==> config.mk <==
export PLATFORM = sky130hd
export DESIGN_NAME = rle_rgb565_row_decoder_unit
export DESIGN_NICKNAME = d
export VERILOG_FILES = /design/src/rrd_pkg.sv /design/src/rle_rgb565_row_decoder_unit.sv /design/src/rrd_decoder.sv /design/src/rrd_rsp_queue.sv
export SDC_FILE = /design/constraint.sdc
export NUM_CORES = 1
export LEC_CHECK = 0
export BUFFER_PORTS_ARGS = -buffer_cell sky130_fd_sc_hd__buf_2
export CAP_MARGIN = 0
export CORE_MARGIN = 8
export CORE_UTILIZATION = 30
export DETAILED_ROUTE_END_ITERATION = 12
export HOLD_SLACK_MARGIN = 0.03
export PLACE_DENSITY = 0.58
export SLEW_MARGIN = 20
export SYNTH_ARGS = -nofsm -noshare
export SYNTH_HDL_FRONTEND = slang
export SYNTH_SLANG_ARGS = --single-unit
==> constraint.sdc <==
create_clock -name clock -period 5.6 [get_ports clock]
set_input_delay 0.28 -clock clock [delete_from_list [all_inputs] [get_ports clock]]
set_output_delay 0.28 -clock clock [all_outputs]
set_load 0.005 [all_outputs]
==> src/rrd_pkg.sv <==
// Shared types and constants for the RGB565 run-length row decoder.
`default_nettype none

package rrd_pkg;

   // Control byte split between run and literal tokens
   localparam logic [7:0] LITERAL_BASE = 8'd128;
   localparam logic [7:0] LITERAL_BIAS = 8'd127;

   // One decoded result
   typedef struct packed {
      logic        malformed;
      logic        row_done;
      logic [7:0]  repeat_count;
      logic [15:0] pixel_value;
   } rsp_type;

   // Up to two results produced by one byte, in order
   typedef struct packed {
      logic    push_first;
      logic    push_second;
      rsp_type first;
      rsp_type second;
   } rsp_push_type;

endpackage

`default_nettype wire

==> src/rle_rgb565_row_decoder_unit.sv <==
// Top level of the RGB565 run-length row decoder.
// Usage:
//   req_* : encoded row, one byte per transfer in req_tdata, req_tlast on the
//           row's final byte.
//   rsp_* : runs of one pixel value; tdata = {repeat_count, pixel_value},
//           tlast marks the row's final result (fill or error), tuser flags
//           a malformed row that the consumer discards.
// Throughput: one byte per cycle. A byte may cause up to two results and the
//   output side moves one result per cycle, so one byte per cycle holds while
//   the results average at most one per byte and the receiver does not stall.
// Path: a byte taken is held in the input register, decoded from it, and its
//   results are written to the result queue, which offers them on rsp_*; a
//   second result of the same byte follows the first in order.
// The input register frees when the four-entry result queue has room for two
//   results; when the receiver stalls, the queue fills and req_tready drops.
// Reset clears the decoder to the start of a row and empties the queue.
`default_nettype none

module rle_rgb565_row_decoder_unit
   import rrd_pkg::*;
#(
   parameter int unsigned ROW_WIDTH = 240
) (
   input  wire logic         clock,
   input  wire logic         reset,
   input  wire logic         req_tvalid,
   output logic              req_tready,
   input  wire logic [7:0]   req_tdata,   // [7:0] raw_byte
   input  wire logic         req_tlast,   // row_end
   output logic              rsp_tvalid,
   input  wire logic         rsp_tready,
   output logic [23:0]       rsp_tdata,   // [15:0] pixel_value, [23:16] repeat_count
   output logic              rsp_tlast,   // row_done
   output logic              rsp_tuser    // malformed
);

   logic         stage_valid_ff, stage_valid_in;
   logic [7:0]   stage_byte_ff;
   logic         stage_last_ff;
   logic         room_for_two;
   logic         step;
   rsp_push_type push;
   rsp_type      out_rsp;

   // Input register advances when the queue can absorb both results
   assign step       = stage_valid_ff && room_for_two;
   assign req_tready = !stage_valid_ff || room_for_two;

   always_comb begin
      stage_valid_in = stage_valid_ff;
      if (req_tvalid && req_tready) begin
         stage_valid_in = 1'b1;
      end else if (step) begin
         stage_valid_in = 1'b0;
      end
   end

   always_ff @(posedge clock) begin
      if (reset) begin
         stage_valid_ff <= 1'b0;
      end else begin
         stage_valid_ff <= stage_valid_in;
      end
   end

   always_ff @(posedge clock) begin
      if (req_tvalid && req_tready) begin
         stage_byte_ff <= req_tdata;
         stage_last_ff <= req_tlast;
      end
   end

   rrd_decoder #(
      .ROW_WIDTH (ROW_WIDTH)
   ) u_decoder (
      .clock    (clock),
      .reset    (reset),
      .step     (step),
      .raw_byte (stage_byte_ff),
      .row_end  (stage_last_ff),
      .push     (push)
   );

   rrd_rsp_queue u_queue (
      .clock        (clock),
      .reset        (reset),
      .push         (push),
      .room_for_two (room_for_two),
      .out_valid    (rsp_tvalid),
      .out_ready    (rsp_tready),
      .out_rsp      (out_rsp)
   );

   assign rsp_tdata = {out_rsp.repeat_count, out_rsp.pixel_value};
   assign rsp_tlast = out_rsp.row_done;
   assign rsp_tuser = out_rsp.malformed;

endmodule

`default_nettype wire

==> src/rrd_decoder.sv <==
// Token state machine: turns one encoded byte into at most two results.
`default_nettype none

module rrd_decoder
   import rrd_pkg::*;
#(
   parameter int unsigned ROW_WIDTH = 240
) (
   input  wire logic         clock,
   input  wire logic         reset,
   input  wire logic         step,       // byte in the stage is consumed this cycle
   input  wire logic [7:0]   raw_byte,
   input  wire logic         row_end,
   output rsp_push_type      push
);

   localparam logic [7:0] WIDTH8 = ROW_WIDTH[7:0];

   typedef enum logic [3:0] {
      PH_CTRL = 4'b0001,
      PH_LOW  = 4'b0010,
      PH_HIGH = 4'b0100,
      PH_FULL = 4'b1000
   } phase_type;

   phase_type  phase_ff, phase_in;
   logic       literal_ff, literal_in;
   logic [7:0] left_ff, left_in;
   logic [7:0] low_ff, low_in;
   logic [7:0] pos_ff, pos_in;

   logic [7:0] room;
   logic [7:0] run_cnt;
   logic [7:0] left_dec;
   logic       token_over;

   // Clipping arithmetic for the pixel completed by a high byte
   assign room     = (pos_ff < WIDTH8) ? (WIDTH8 - pos_ff) : 8'd0;
   assign run_cnt  = (left_ff < room) ? left_ff : room;
   assign left_dec = (left_ff != 8'd0) ? (left_ff - 8'd1) : 8'd0;

   always_comb begin
      phase_in   = phase_ff;
      literal_in = literal_ff;
      left_in    = left_ff;
      low_in     = low_ff;
      pos_in     = pos_ff;
      token_over = 1'b0;
      push       = '0;

      case (phase_ff)
         PH_CTRL: begin
            if (raw_byte < LITERAL_BASE) begin
               literal_in = 1'b0;
               left_in    = {1'b0, raw_byte[6:0]} + 8'd1;
            end else begin
               literal_in = 1'b1;
               left_in    = raw_byte - LITERAL_BIAS;
            end
            phase_in = PH_LOW;
         end
         PH_LOW: begin
            low_in   = raw_byte;
            phase_in = PH_HIGH;
         end
         PH_HIGH: begin
            push.first.pixel_value = {raw_byte, low_ff};
            if (literal_ff) begin
               push.first.repeat_count = 8'd1;
               push.push_first         = (room != 8'd0);
               pos_in                  = pos_ff + ((room != 8'd0) ? 8'd1 : 8'd0);
               left_in                 = left_dec;
               token_over              = (left_dec == 8'd0);
            end else begin
               push.first.repeat_count = run_cnt;
               push.push_first         = (run_cnt != 8'd0);
               pos_in                  = pos_ff + run_cnt;
               left_in                 = 8'd0;
               token_over              = 1'b1;
            end
            if (token_over) begin
               phase_in = (pos_in >= WIDTH8) ? PH_FULL : PH_CTRL;
            end else begin
               phase_in = PH_LOW;
            end
         end
         PH_FULL: begin
            phase_in = PH_FULL;
         end
         default: begin
            phase_in = PH_CTRL;
         end
      endcase

      // Row end: error if inside a token, otherwise zero fill to the width
      if (row_end) begin
         push.push_second         = 1'b1;
         push.second.pixel_value  = 16'd0;
         push.second.row_done     = 1'b1;
         if ((phase_in == PH_LOW) || (phase_in == PH_HIGH)) begin
            push.second.malformed    = 1'b1;
            push.second.repeat_count = 8'd0;
         end else begin
            push.second.repeat_count = (pos_in < WIDTH8) ? (WIDTH8 - pos_in) : 8'd0;
         end
         phase_in   = PH_CTRL;
         literal_in = 1'b0;
         left_in    = 8'd0;
         low_in     = 8'd0;
         pos_in     = 8'd0;
      end

      if (!step) begin
         push.push_first  = 1'b0;
         push.push_second = 1'b0;
      end
   end

   // Decoder state
   always_ff @(posedge clock) begin
      if (reset) begin
         phase_ff   <= PH_CTRL;
         literal_ff <= 1'b0;
         left_ff    <= 8'd0;
         pos_ff     <= 8'd0;
      end else if (step) begin
         phase_ff   <= phase_in;
         literal_ff <= literal_in;
         left_ff    <= left_in;
         pos_ff     <= pos_in;
      end
   end

   // Held low byte, always written before it is read
   always_ff @(posedge clock) begin
      if (step) begin
         low_ff <= low_in;
      end
   end

endmodule

`default_nettype wire

==> src/rrd_rsp_queue.sv <==
// Four-entry result queue that takes up to two results per cycle.
`default_nettype none

module rrd_rsp_queue
   import rrd_pkg::*;
(
   input  wire logic          clock,
   input  wire logic          reset,
   input  wire rsp_push_type  push,
   output logic               room_for_two,
   output logic               out_valid,
   input  wire logic          out_ready,
   output rsp_type            out_rsp
);

   rsp_type    mem_ff [4];
   logic [1:0] wr_ptr_ff, wr_ptr_in;
   logic [1:0] rd_ptr_ff, rd_ptr_in;
   logic [2:0] count_ff, count_in;
   logic       pop;
   logic [1:0] n_push;
   logic [1:0] wr_next;

   assign out_valid    = (count_ff != 3'd0);
   assign out_rsp      = mem_ff[rd_ptr_ff];
   assign room_for_two = (count_ff <= 3'd2);
   assign pop          = out_valid && out_ready;
   assign n_push       = {1'b0, push.push_first} + {1'b0, push.push_second};
   assign wr_next      = wr_ptr_ff + 2'd1;

   // Pointer and occupancy update
   always_comb begin
      wr_ptr_in = wr_ptr_ff + n_push;
      rd_ptr_in = rd_ptr_ff + {1'b0, pop};
      count_in  = count_ff + {1'b0, n_push} - {2'b00, pop};
   end

   always_ff @(posedge clock) begin
      if (reset) begin
         wr_ptr_ff <= 2'd0;
         rd_ptr_ff <= 2'd0;
         count_ff  <= 3'd0;
      end else begin
         wr_ptr_ff <= wr_ptr_in;
         rd_ptr_ff <= rd_ptr_in;
         count_ff  <= count_in;
      end
   end

   // Packed writes: the first pushed result lands at the write pointer
   always_ff @(posedge clock) begin
      if (push.push_first) begin
         mem_ff[wr_ptr_ff] <= push.first;
         if (push.push_second) begin
            mem_ff[wr_next] <= push.second;
         end
      end else if (push.push_second) begin
         mem_ff[wr_ptr_ff] <= push.second;
      end
   end

endmodule

`default_nettype wire

**Yosys cells after proc, flatten, opt, wreduce, memory -nomap -nowiden**

Memories as Yosys holds them, arrays and structs flattened. A register that Yosys moved wholly into a read port is not among the register bits.
Index checks and enable logic that the tools add are counted.

- Bits in registers: 46
- Bits in writable memories: 104
- Bits of input ports: 13
- Output and inout bits: 28
- Word-level logic and storage cells: 99
- Memories kept: 1

Memories:

| memory | words | bits a word | read ports | clocked after memory_dff | write ports | RTL line | source |
|---|---|---|---|---|---|---|---|
| u_queue.mem_ff | 4 | 26 | 1 | 1 | 2 | rrd_rsp_queue.sv:16 | `rsp_type mem_ff [4];` |

- Add/subtract/negate cells: 13
- $lt $le $gt $ge: 6
- Equality and inequality tests: 6
- Multiplexer cells: 43
- Bitwise gates (word level): 1
- Reduce and logical (&&, ||, !) cells: 18

Operators by type and width:

| kind | number |
|---|---|
| 8-bit 2-to-1 mux | 14 |
| 26-bit 2-to-1 mux | 2 |
| 8-bit < comparator, second input constant | 3 |
| 24-bit 2-to-1 mux | 1 |
| 8-bit nonzero test | 3 |
| 1-bit 2-to-1 mux | 19 |
| 8-bit adder | 2 |
| 4-bit one-hot mux with 4 select lines | 1 |
| 8-bit one-hot mux with 2 select lines | 1 |
| 8-bit subtractor, first input constant | 2 |
| 4-bit 2-to-1 mux | 3 |
| 7-bit by 1-bit adder with 8-bit output, second input constant | 1 |
| 4-bit by 2-bit equality test with 1-bit output, second input constant | 2 |
| 4-bit by 3-bit equality test with 1-bit output, second input constant | 2 |
| 8-bit >= comparator, second input constant | 1 |
| 8-bit logical NOT | 1 |
| 8-bit < comparator | 1 |
| 8-bit by 1-bit subtractor with 8-bit output, second input constant | 1 |
| 8-bit by 7-bit subtractor with 8-bit output, second input constant | 1 |
| 2-bit AND reduction | 3 |
| 2-bit nonzero test | 3 |
| 3-bit nonzero test | 2 |
| 4-bit by 1-bit equality test with 1-bit output, second input constant | 1 |
| 4-bit equality test, second input constant | 1 |
| 12 further kinds | 16 |

**Depth between registers and ports, before layout**

Gate-level depths: netlist of run 1.

- Word-level depth: 16
- Depth in mapped cells: 26
- Gate-level depth less buffers: 26

**Modules after synthesis**

From an unflattened synthesis of run 1, not the netlist that was laid out.

- Cell total of the unflattened synthesis: 890
- Area, all modules: 9524.1 um2

Modules (own cells, without submodules):

| module | instances | cells each | area each (um2) | sequential area each (um2) |
|---|---|---|---|---|
| rrd_rsp_queue | 1 | 431 | 5985.7 | 3263.1 |
| rrd_decoder | 1 | 444 | 3205.6 | 660.6 |
| rle_rgb565_row_decoder_unit | 1 | 15 | 332.8 | 290.3 |

**Worst setup path after synthesis of run 1**

No wires, ideal clock.

- Path kind: register to register
- Start point: register u_decoder.pos_ff[0]
- End point: memory u_queue.mem_ff[1][18] in the netlist's numbering, data pin
- Setup time: 0.269 ns
- Data arrival time: 5.494 ns
- Data required time: 5.331 ns
- Setup slack: -0.164 ns
- Stages on the path, launching flop included: 24
- Buffers on the path: 1
- Period minus slack after synthesis: 5.764 ns
- Path through: dfxtp_1 > or4_1 > and3_1 > o21ai_0 > ha_1 > a211oi_1 > o21bai_1 > nor3_4 > clkbuf_1 > nor2_1 > a21oi_1 > nor2_1 > ha_1 > a21oi_1 > nand2_1 > maj3_1 > o211ai_1 > a21oi_2 > o31ai_1 > mux2i_1 > xnor2_1 > nand4_4 > a41oi_2 > o32ai_1

RTL lines:

| element | RTL line | source |
|---|---|---|
| from (decl) | rrd_decoder.sv:30 | `logic [7:0] pos_ff, pos_in;` |
| from (signal assigned) | rrd_decoder.sv:130 | `pos_ff <= pos_in;` |
| to (decl) | rrd_rsp_queue.sv:16 |  |

==> results of run 1 <==
## worst max path at each step
stage | startpoint | end | slack (ps) | cells past startpoint
after floorplan | u_decoder.pos_ff[0] | u_queue.mem_ff[1][18] | 20 | 23
after global placement | u_decoder.pos_ff[1] | u_queue.mem_ff[3][20] | 100 | 22
after detailed placement | u_decoder.pos_ff[1] | u_queue.mem_ff[1][22] | 30 | 22
after CTS | u_decoder.pos_ff[1] | u_queue.mem_ff[3][20] | 40 | 23
after global routing | u_decoder.pos_ff[0] | u_queue.mem_ff[2][18] | -120 | 23
final | u_decoder.pos_ff[0] | u_queue.mem_ff[3][18] | 190 | 23
## state kept, by name (all words and copies together), names as in the netlist, 2 cells and up
name and flops:
stage_byte_ff 8, u_decoder.left_ff 8, u_decoder.low_ff 8, u_decoder.phase_ff 4, u_decoder.pos_ff 8, u_queue.count_ff 3
u_queue.mem_ff 104, u_queue.rd_ptr_ff 2, u_queue.wr_ptr_ff 2
## area by class of cell
type	count	share of cell area
inverter	33	0.0133
timing repair buffer	93	0.0656
sequential	150	0.376
multi-input combinational	517	0.439
clock buffer	19	0.0466
clock inverter	13	0.0147
tap	335	0.0441
## layout by cell type, fill, tap and decap left out, drive strengths merged, types with 6 or more instances in the layout
master       netlist  layout
buf               10      84
xnor2             19      19
xor2               9       9
inv               33      40
mux2i              7       7
edfxtp            57      57
and2               8       8
o32ai              8       8
nand2             47      47
ha                25      25
a32oi              6       6
dlygate4sd3        0       9
a22o              64      64
nor3              17      17
nor2b             13      13
or3               12      12
mux4              26      26
o22ai             21      21
and3               6       6
dfxtp             93      93
a22oi              9       9
nand3             17      17
a21oi             33      33
clkbuf            40      19
nand2b             9       9
nor2              72      72
o21ai             22      22
o31ai              6       6
## cells by family (layout without fill, tap and decap cells)
group | Yosys count | count (layout) | synth area share
AO/OA/AOI/OAI | 198 | 198 | 0.191
adder cells (fa/ha/maj) | 28 | 28 | 0.0461
AND/OR/NAND/NOR | 229 | 229 | 0.151
flip-flops | 150 | 150 | 0.454
XOR/XNOR | 28 | 28 | 0.0321
multiplexers | 34 | 34 | 0.0852
buffers and inverters | 83 | 158 | 0.0401
## power by group through the flow
stage	Clock, uW	Sequential [uW]	Combinational (uW)
2_1_floorplan	0	1210	331
5_1_grt	1200	1280	427
4_1_cts	1150	1270	391
6_report	1130	1270	391
3_3_place_gp	0	1290	380
3_5_place_dp	0	1290	383
## stage by stage
stage,TNS (ps),total power [uW],instance area (um2)
floorplan,0,1540,7880
global placement,0,1670,8580
detailed placement,0,1680,8580
CTS,0,2810,9260
global route,-1910,2910,9510
finish,0,2790,9510
## worst register-to-register path, delay by kind of cell (launching register included)
kind	cells	cell delay (ps)
compound gates	9	1540
xor+xnor	1	160
fa+ha+maj	3	930
buf+inv	1	170
flops	1	330
mux	1	220
simple gates	8	1790
## per-layer routing
layer / wire length [um] / track usage / share of wire / up-vias
met3: 1320 / 0.0243 / 0.062 / 31
met5: 0 / 0 / 0 / -
li1: - / - / - / 2960
met2: 9540 / 0.203 / 0.45 / 227
met4: 333 / 0.0399 / 0.016 / 0
met1: 10100 / 0.189 / 0.47 / 3073
## what timing repair did
| action | in CTS | in global routing |
|---|---|---|
| endpoints found under the hold margin | 9 | 0 |
| setup buffers | 1 | 7 |
| endpoints found under the setup margin | 1 | 35 |
| gates resized for setup | 0 | 42 |
| hold buffers | 9 | 0 |
| pin swaps | 0 | 25 |
==> run summary, run 1 <==
CP max FO = 6
first-pass GRT wire length = 33.4 mm
H-tree depth = 4
Worst setup SP type = flip-flop
Setup Viol. Count Final = 0
Cells after Synth = 750
Final Skew = 19.2 ps
root buf cell = clkbuf_16
final period utilization = 0.965
CTS Buffer Depth = 2
gpl congestion = 0.878
WHS = 90.9 ps
total of max-cap violations = 0
Die Wd = 178 um
prevailing post-synth register cell = dfxtp_1
post-synthesis sequential area ratio = 0.454
Critical Path, Cell by Cell = or4_4 > and3_4 > o21ai_4 > ha_4 > a211oi_2 > o21bai_2 > nor3_4 > nor2_2 > a21oi_2 > nor2_1 > ha_1 > a21oi_1 > nand2_1 > maj3_1 > o211ai_1 > a21oi_4 > o31ai_2 > mux2i_1 > buf_4 > xnor2_4 > nand4_4 > nand2_1 > o32ai_1
area occupied by multi-input gates = 0.00418 mm2
hpwl dp = 14.6 mm
Comb power frac = 0.140
reg-to-reg critical path startpoint = u_decoder.pos_ff[0]
Reg clk slew, reported paths = 70 ps
CTS tree = yes
Tmin final = 5410 ps
Initial DRT Pass Iterations = 5
total wire length = 21.3 mm
reg2reg path depth = 23
drt wl/cell = 18.3 um
pwr dens = 293 mW/mm2
All-Layer GR Usage = 0.133
Setup crit end kind = flip-flop
Critical Path Most Common Cell = nand2_1
outcome = complete, no violations
worst vdd ir = 0.196 mV
overall die area = 0.0317 mm2
Slew Limit Fails = 0
Top Family by Delay on Critical Path = simple AND/OR/NAND/NOR gates
Arr. time, crit path = 5550 ps
type of the worst setup path = flip-flop to flip-flop
CTS Sinks = 150
Flop pwr share = 0.454
post-synth top area share = 0.237
P_leak = 0.00362 uW
P_sw = 783 uW
initial core utilization = 0.304
Clock Latency Late Sink = 430 ps
Vias = 6291
clock power share = 0.406
Worst Setup Slack, final = 193 ps
distinct cell type count after synthesis = 68
Switching Share = 0.280
worst r2r dst = u_queue.mem_ff[3][18]
core footprint = 0.0259 mm2
Area contributors post-synth = dfxtp_1, edfxtp_1, mux4_2
Via density = 5.42
most frequent cells after synthesis = dfxtp_1, nor2_1, a22o_1, edfxtp_1, nand2_1
worst-margin pin slew = 867 ps
I/O Pins = 41
Slowest cell on crit path = or4_4
Largest stage delay, worst path = 580 ps
fillers = 2532
WP data required = 5740 ps
Overflow after GRT = 0
ys async rst share = 0
Hold Path Sink = stage_valid_ff
Synth Register Bits = 150
Placed Instances = 1111
drt drc = 0
number of synthesized flops with an enable pin = 57
leading area contributor after synthesis = dfxtp_1
fin nets = 852
1st-iter DRT viols = 608
Sequential Area = 0.00358 mm2
chip height = 178 um
ANT nets after route = 0
Avg Cell Area, Syn = 10.5 um2
initial antenna violation count = 0
Min-Delay Startpoint = req_tvalid
ratio of cells with drive above 1 in the final layout = 0.238
P&R area growth vs syn = 20.9%
setup slack at placement = 32.3 ps
Pint = 2010 uW
Slew headroom = 0.422
Rows = 59
Hold WC Path Type = input pin to flip-flop
Min-Delay Path Depth = 3
Fin. Hold Viols = 0
CP Buf/Inv Count = 1
cell with the most instances after synthesis = dfxtp_1
largest net degree at the start of global routing = 30
synthesis warning total = 0
Worst R2R Setup Slack = 190 ps
synthesized area = 0.00787 mm2
CTS buffer count = 17
number of global-route vias before repair = 5870
FMAX = 185 MHz
Synth Net Count = 790
fin cells = 1160
Antenna diodes = 0
Core Util, Final = 0.367
IO Port Bufs = 40
Power figures use the tool's default switching activity.
==> run 2: changes to the inputs <==
--- a/config.mk
+++ b/config.mk
@@ -5,13 +5,14 @@
 export SDC_FILE = /design/constraint.sdc
 export NUM_CORES = 1
 export LEC_CHECK = 0
+export ABC_AREA = 1
 export BUFFER_PORTS_ARGS = -buffer_cell sky130_fd_sc_hd__buf_2
 export CAP_MARGIN = 0
 export CORE_MARGIN = 8
 export CORE_UTILIZATION = 30
 export DETAILED_ROUTE_END_ITERATION = 12
 export HOLD_SLACK_MARGIN = 0.03
-export PLACE_DENSITY = 0.58
+export PLACE_DENSITY = 0.57
 export SLEW_MARGIN = 20
 export SYNTH_ARGS = -nofsm -noshare
 export SYNTH_HDL_FRONTEND = slang
==> run 2 against run 1 <==
Net effect:
- core utilization is 1.3 points lower
- clock power is 5% higher
- global-route usage is 0.81 points higher
- critical endpoint is now u_queue.mem_ff[2][22]
- largest power group unchanged
==> run summary, run 2 <==
type of the worst setup path = flip-flop to flip-flop
Setup Viol. Count Final = 0
Clock Latency Late Sink = 430 ps
commonest cells after routing, fill and taps aside = nand2_1, o21ai_0, nor2_1
Total Negative Setup Slacks = 0 ps
drt drc = 0
Biggest register = u_queue.mem_ff
FMAX = 196 MHz
Tmin final = 5110 ps
H-tree depth = 4
Worst R2R Setup Slack = 490 ps
P&R area growth vs syn = 16.5%
gpl congestion = 0.849
WP data required = 5790 ps
CP Buf/Inv Count = 8
distinct cell type count after synthesis = 49
worst vdd ir = 0.204 mV
Synth Net Count = 1153
Rows = 61
1st-iter DRT viols = 644
core footprint = 0.0278 mm2
Largest stage delay, worst path = 430 ps
leading area contributor after synthesis = dfxtp_1
final instance area = 0.00984 mm2
number of global-route vias before repair = 7135
WL met2 = 11.1 mm
post-synthesis sequential area ratio = 0.423
I/O Pins = 41
largest net degree at the start of global routing = 54
All-Layer GR Usage = 0.141
initial antenna violation count = 0
RSZ-0062 raised after global routing = false
met1 wire length = 10.8 mm
outcome = complete, no violations
Die Wd = 184 um
DP Area = 0.00908 mm2
total of max-cap violations = 0
chip height = 184 um
worst-margin pin slew = 1010 ps
Worst setup SP type = flip-flop
first-pass GRT wire length = 38.3 mm
cell with the most instances after synthesis = nand2_1
CTS Buffer Depth = 2
Core Util, Final = 0.354
number of synthesized flops with an enable pin = 57
synthesis warning total = 0
total wire length = 23.5 mm
most common cell after layout, fill and taps aside = nand2_1
Area contributors post-synth = dfxtp_1, edfxtp_1, nand2_1
ANT nets after route = 0
Reg clk slew, reported paths = 70 ps
max reg flops = 104
CTS Sinks = 150
CTS tree = yes
pwr dens = 314 mW/mm2
drt wl/cell = 15.2 um
Initial DRT Pass Iterations = 5
Arr. time, crit path = 5290 ps
Avg Cell Area, Syn = 7.58 um2
Fin. Hold Viols = 0
DR WL met3 = 1.25 mm
fin nets = 1199
Hold WC Path Type = input pin to flip-flop
ratio of cells with drive above 1 in the final layout = 0.160
Vias = 7531
Overflow after GRT = 0
top routing layer in use = met4
initial core utilization = 0.304
overall die area = 0.0338 mm2
Setup crit end kind = flip-flop
Via density = 4.86
Slew headroom = 0.325
final period utilization = 0.912
Slowest cell on crit path = fa_1
prevailing post-synth register cell = dfxtp_1
Antenna diodes = 0
Top Family by Delay on Critical Path = simple AND/OR/NAND/NOR gates
root buf cell = clkbuf_16
Final Skew = 10.8 ps
CTS buffer count = 17
Slew Limit Fails = 0
Synth Register Bits = 150
hpwl dp = 16.0 mm
CP max FO = 6
most frequent cells after synthesis = nand2_1, o21ai_0, nor2_1, nand3_1, dfxtp_1
P_leak = 0.00425 uW
ys async rst share = 0
synthesized area = 0.00844 mm2
post-synth top area share = 0.221
Cells after Synth = 1113
IO Port Bufs = 40
## run 2: cell types whose count changed in the layout (fill, tap and decap cells not counted), sizes merged, moves of 45 or more
cell	before	now
inv	40	111
o21ai	22	133
a22o	64	0
nand3	17	108
nor2	72	117
nand2	47	282
## run 2: power by group
group / switching (uW) / leakage [uW] / internal [uW] / total (uW)
combinational: 463 / 0.00264 / 240 / 704
sequential: 33.5 / 0.00130 / 1170 / 1200
clock: 570 / 0.000300 / 615 / 1190
total: 1070 / 0.00425 / 2020 / 3090
## run 2: cells by family (layout without fill, tap and decap cells)
group	count (synthesis)	in the layout	share of synthesized area
adders and majority gates	27	27	0.0418
and+or+nand+nor	549	549	0.308
AOI/OAI and AO/OA	222	222	0.147
buffers and inverters	156	215	0.0710
xor gates and xnor gates	9	9	0.00934
DFF	150	150	0.423
## run 2: layout make-up
| type | instances | area, um2 |
|---|---|---|
| repair buffers | 74 | 478 |
| clock inverters | 15 | 194 |
| fillers | 2943 | 17900 |
| well taps | 378 | 473 |
| flip-flops and latches | 150 | 3570 |
| multi-input cells | 807 | 4280 |
| clock buffers | 17 | 425 |
| inverters | 109 | 409 |
## run 2: layer usage
| layer | vias to the layer above | track usage |
|---|---|---|
| li1 | 3819 | - |
| met1 | 3500 | 0.184 |
| met2 | 187 | 0.238 |
| met3 | 25 | 0.0243 |
| met4 | 0 | 0.0394 |
| met5 | - | 0 |
## run 2: worst register-to-register path, delay by kind of cell, from the launching register on
family	cells	cell delay, ps
AOI/OAI and AO/OA	5	810
adders and majority gates	5	1290
buffers and inverters	8	540
DFF	1	370
and+or+nand+nor	19	1820
## run 2: through the flow
stage	worst slack [ps]	power (uW)	std cells	hold WS, ps
finish	495	3090	1550	112
global route	8.38	3270	1550	142
CTS	257	3120	1546	113
detailed placement	341	1930	1505	460
global placement	516	1930	1505	460
floorplan	682	1670	1113	379
## run 2: final timing paths
| check | startpoint | depth (start not counted) | end |
|---|---|---|---|
| max | u_decoder.pos_ff[0] | 37 | u_queue.mem_ff[2][22] |
| min | req_tvalid | 3 | stage_valid_ff |
| max reg2reg | u_decoder.pos_ff[0] | 37 | u_queue.mem_ff[2][22] |
| min reg2reg | u_queue.mem_ff[0][2] | 2 | u_queue.mem_ff[0][2] |
## run 2: timing repair
item | in CTS | in global routing
setup buffers | 0 | 4
endpoints found under the hold margin | 9 | 0
gates resized for setup | 0 | 5
hold buffers | 9 | 0
setup endpoints to repair | 0 | 34
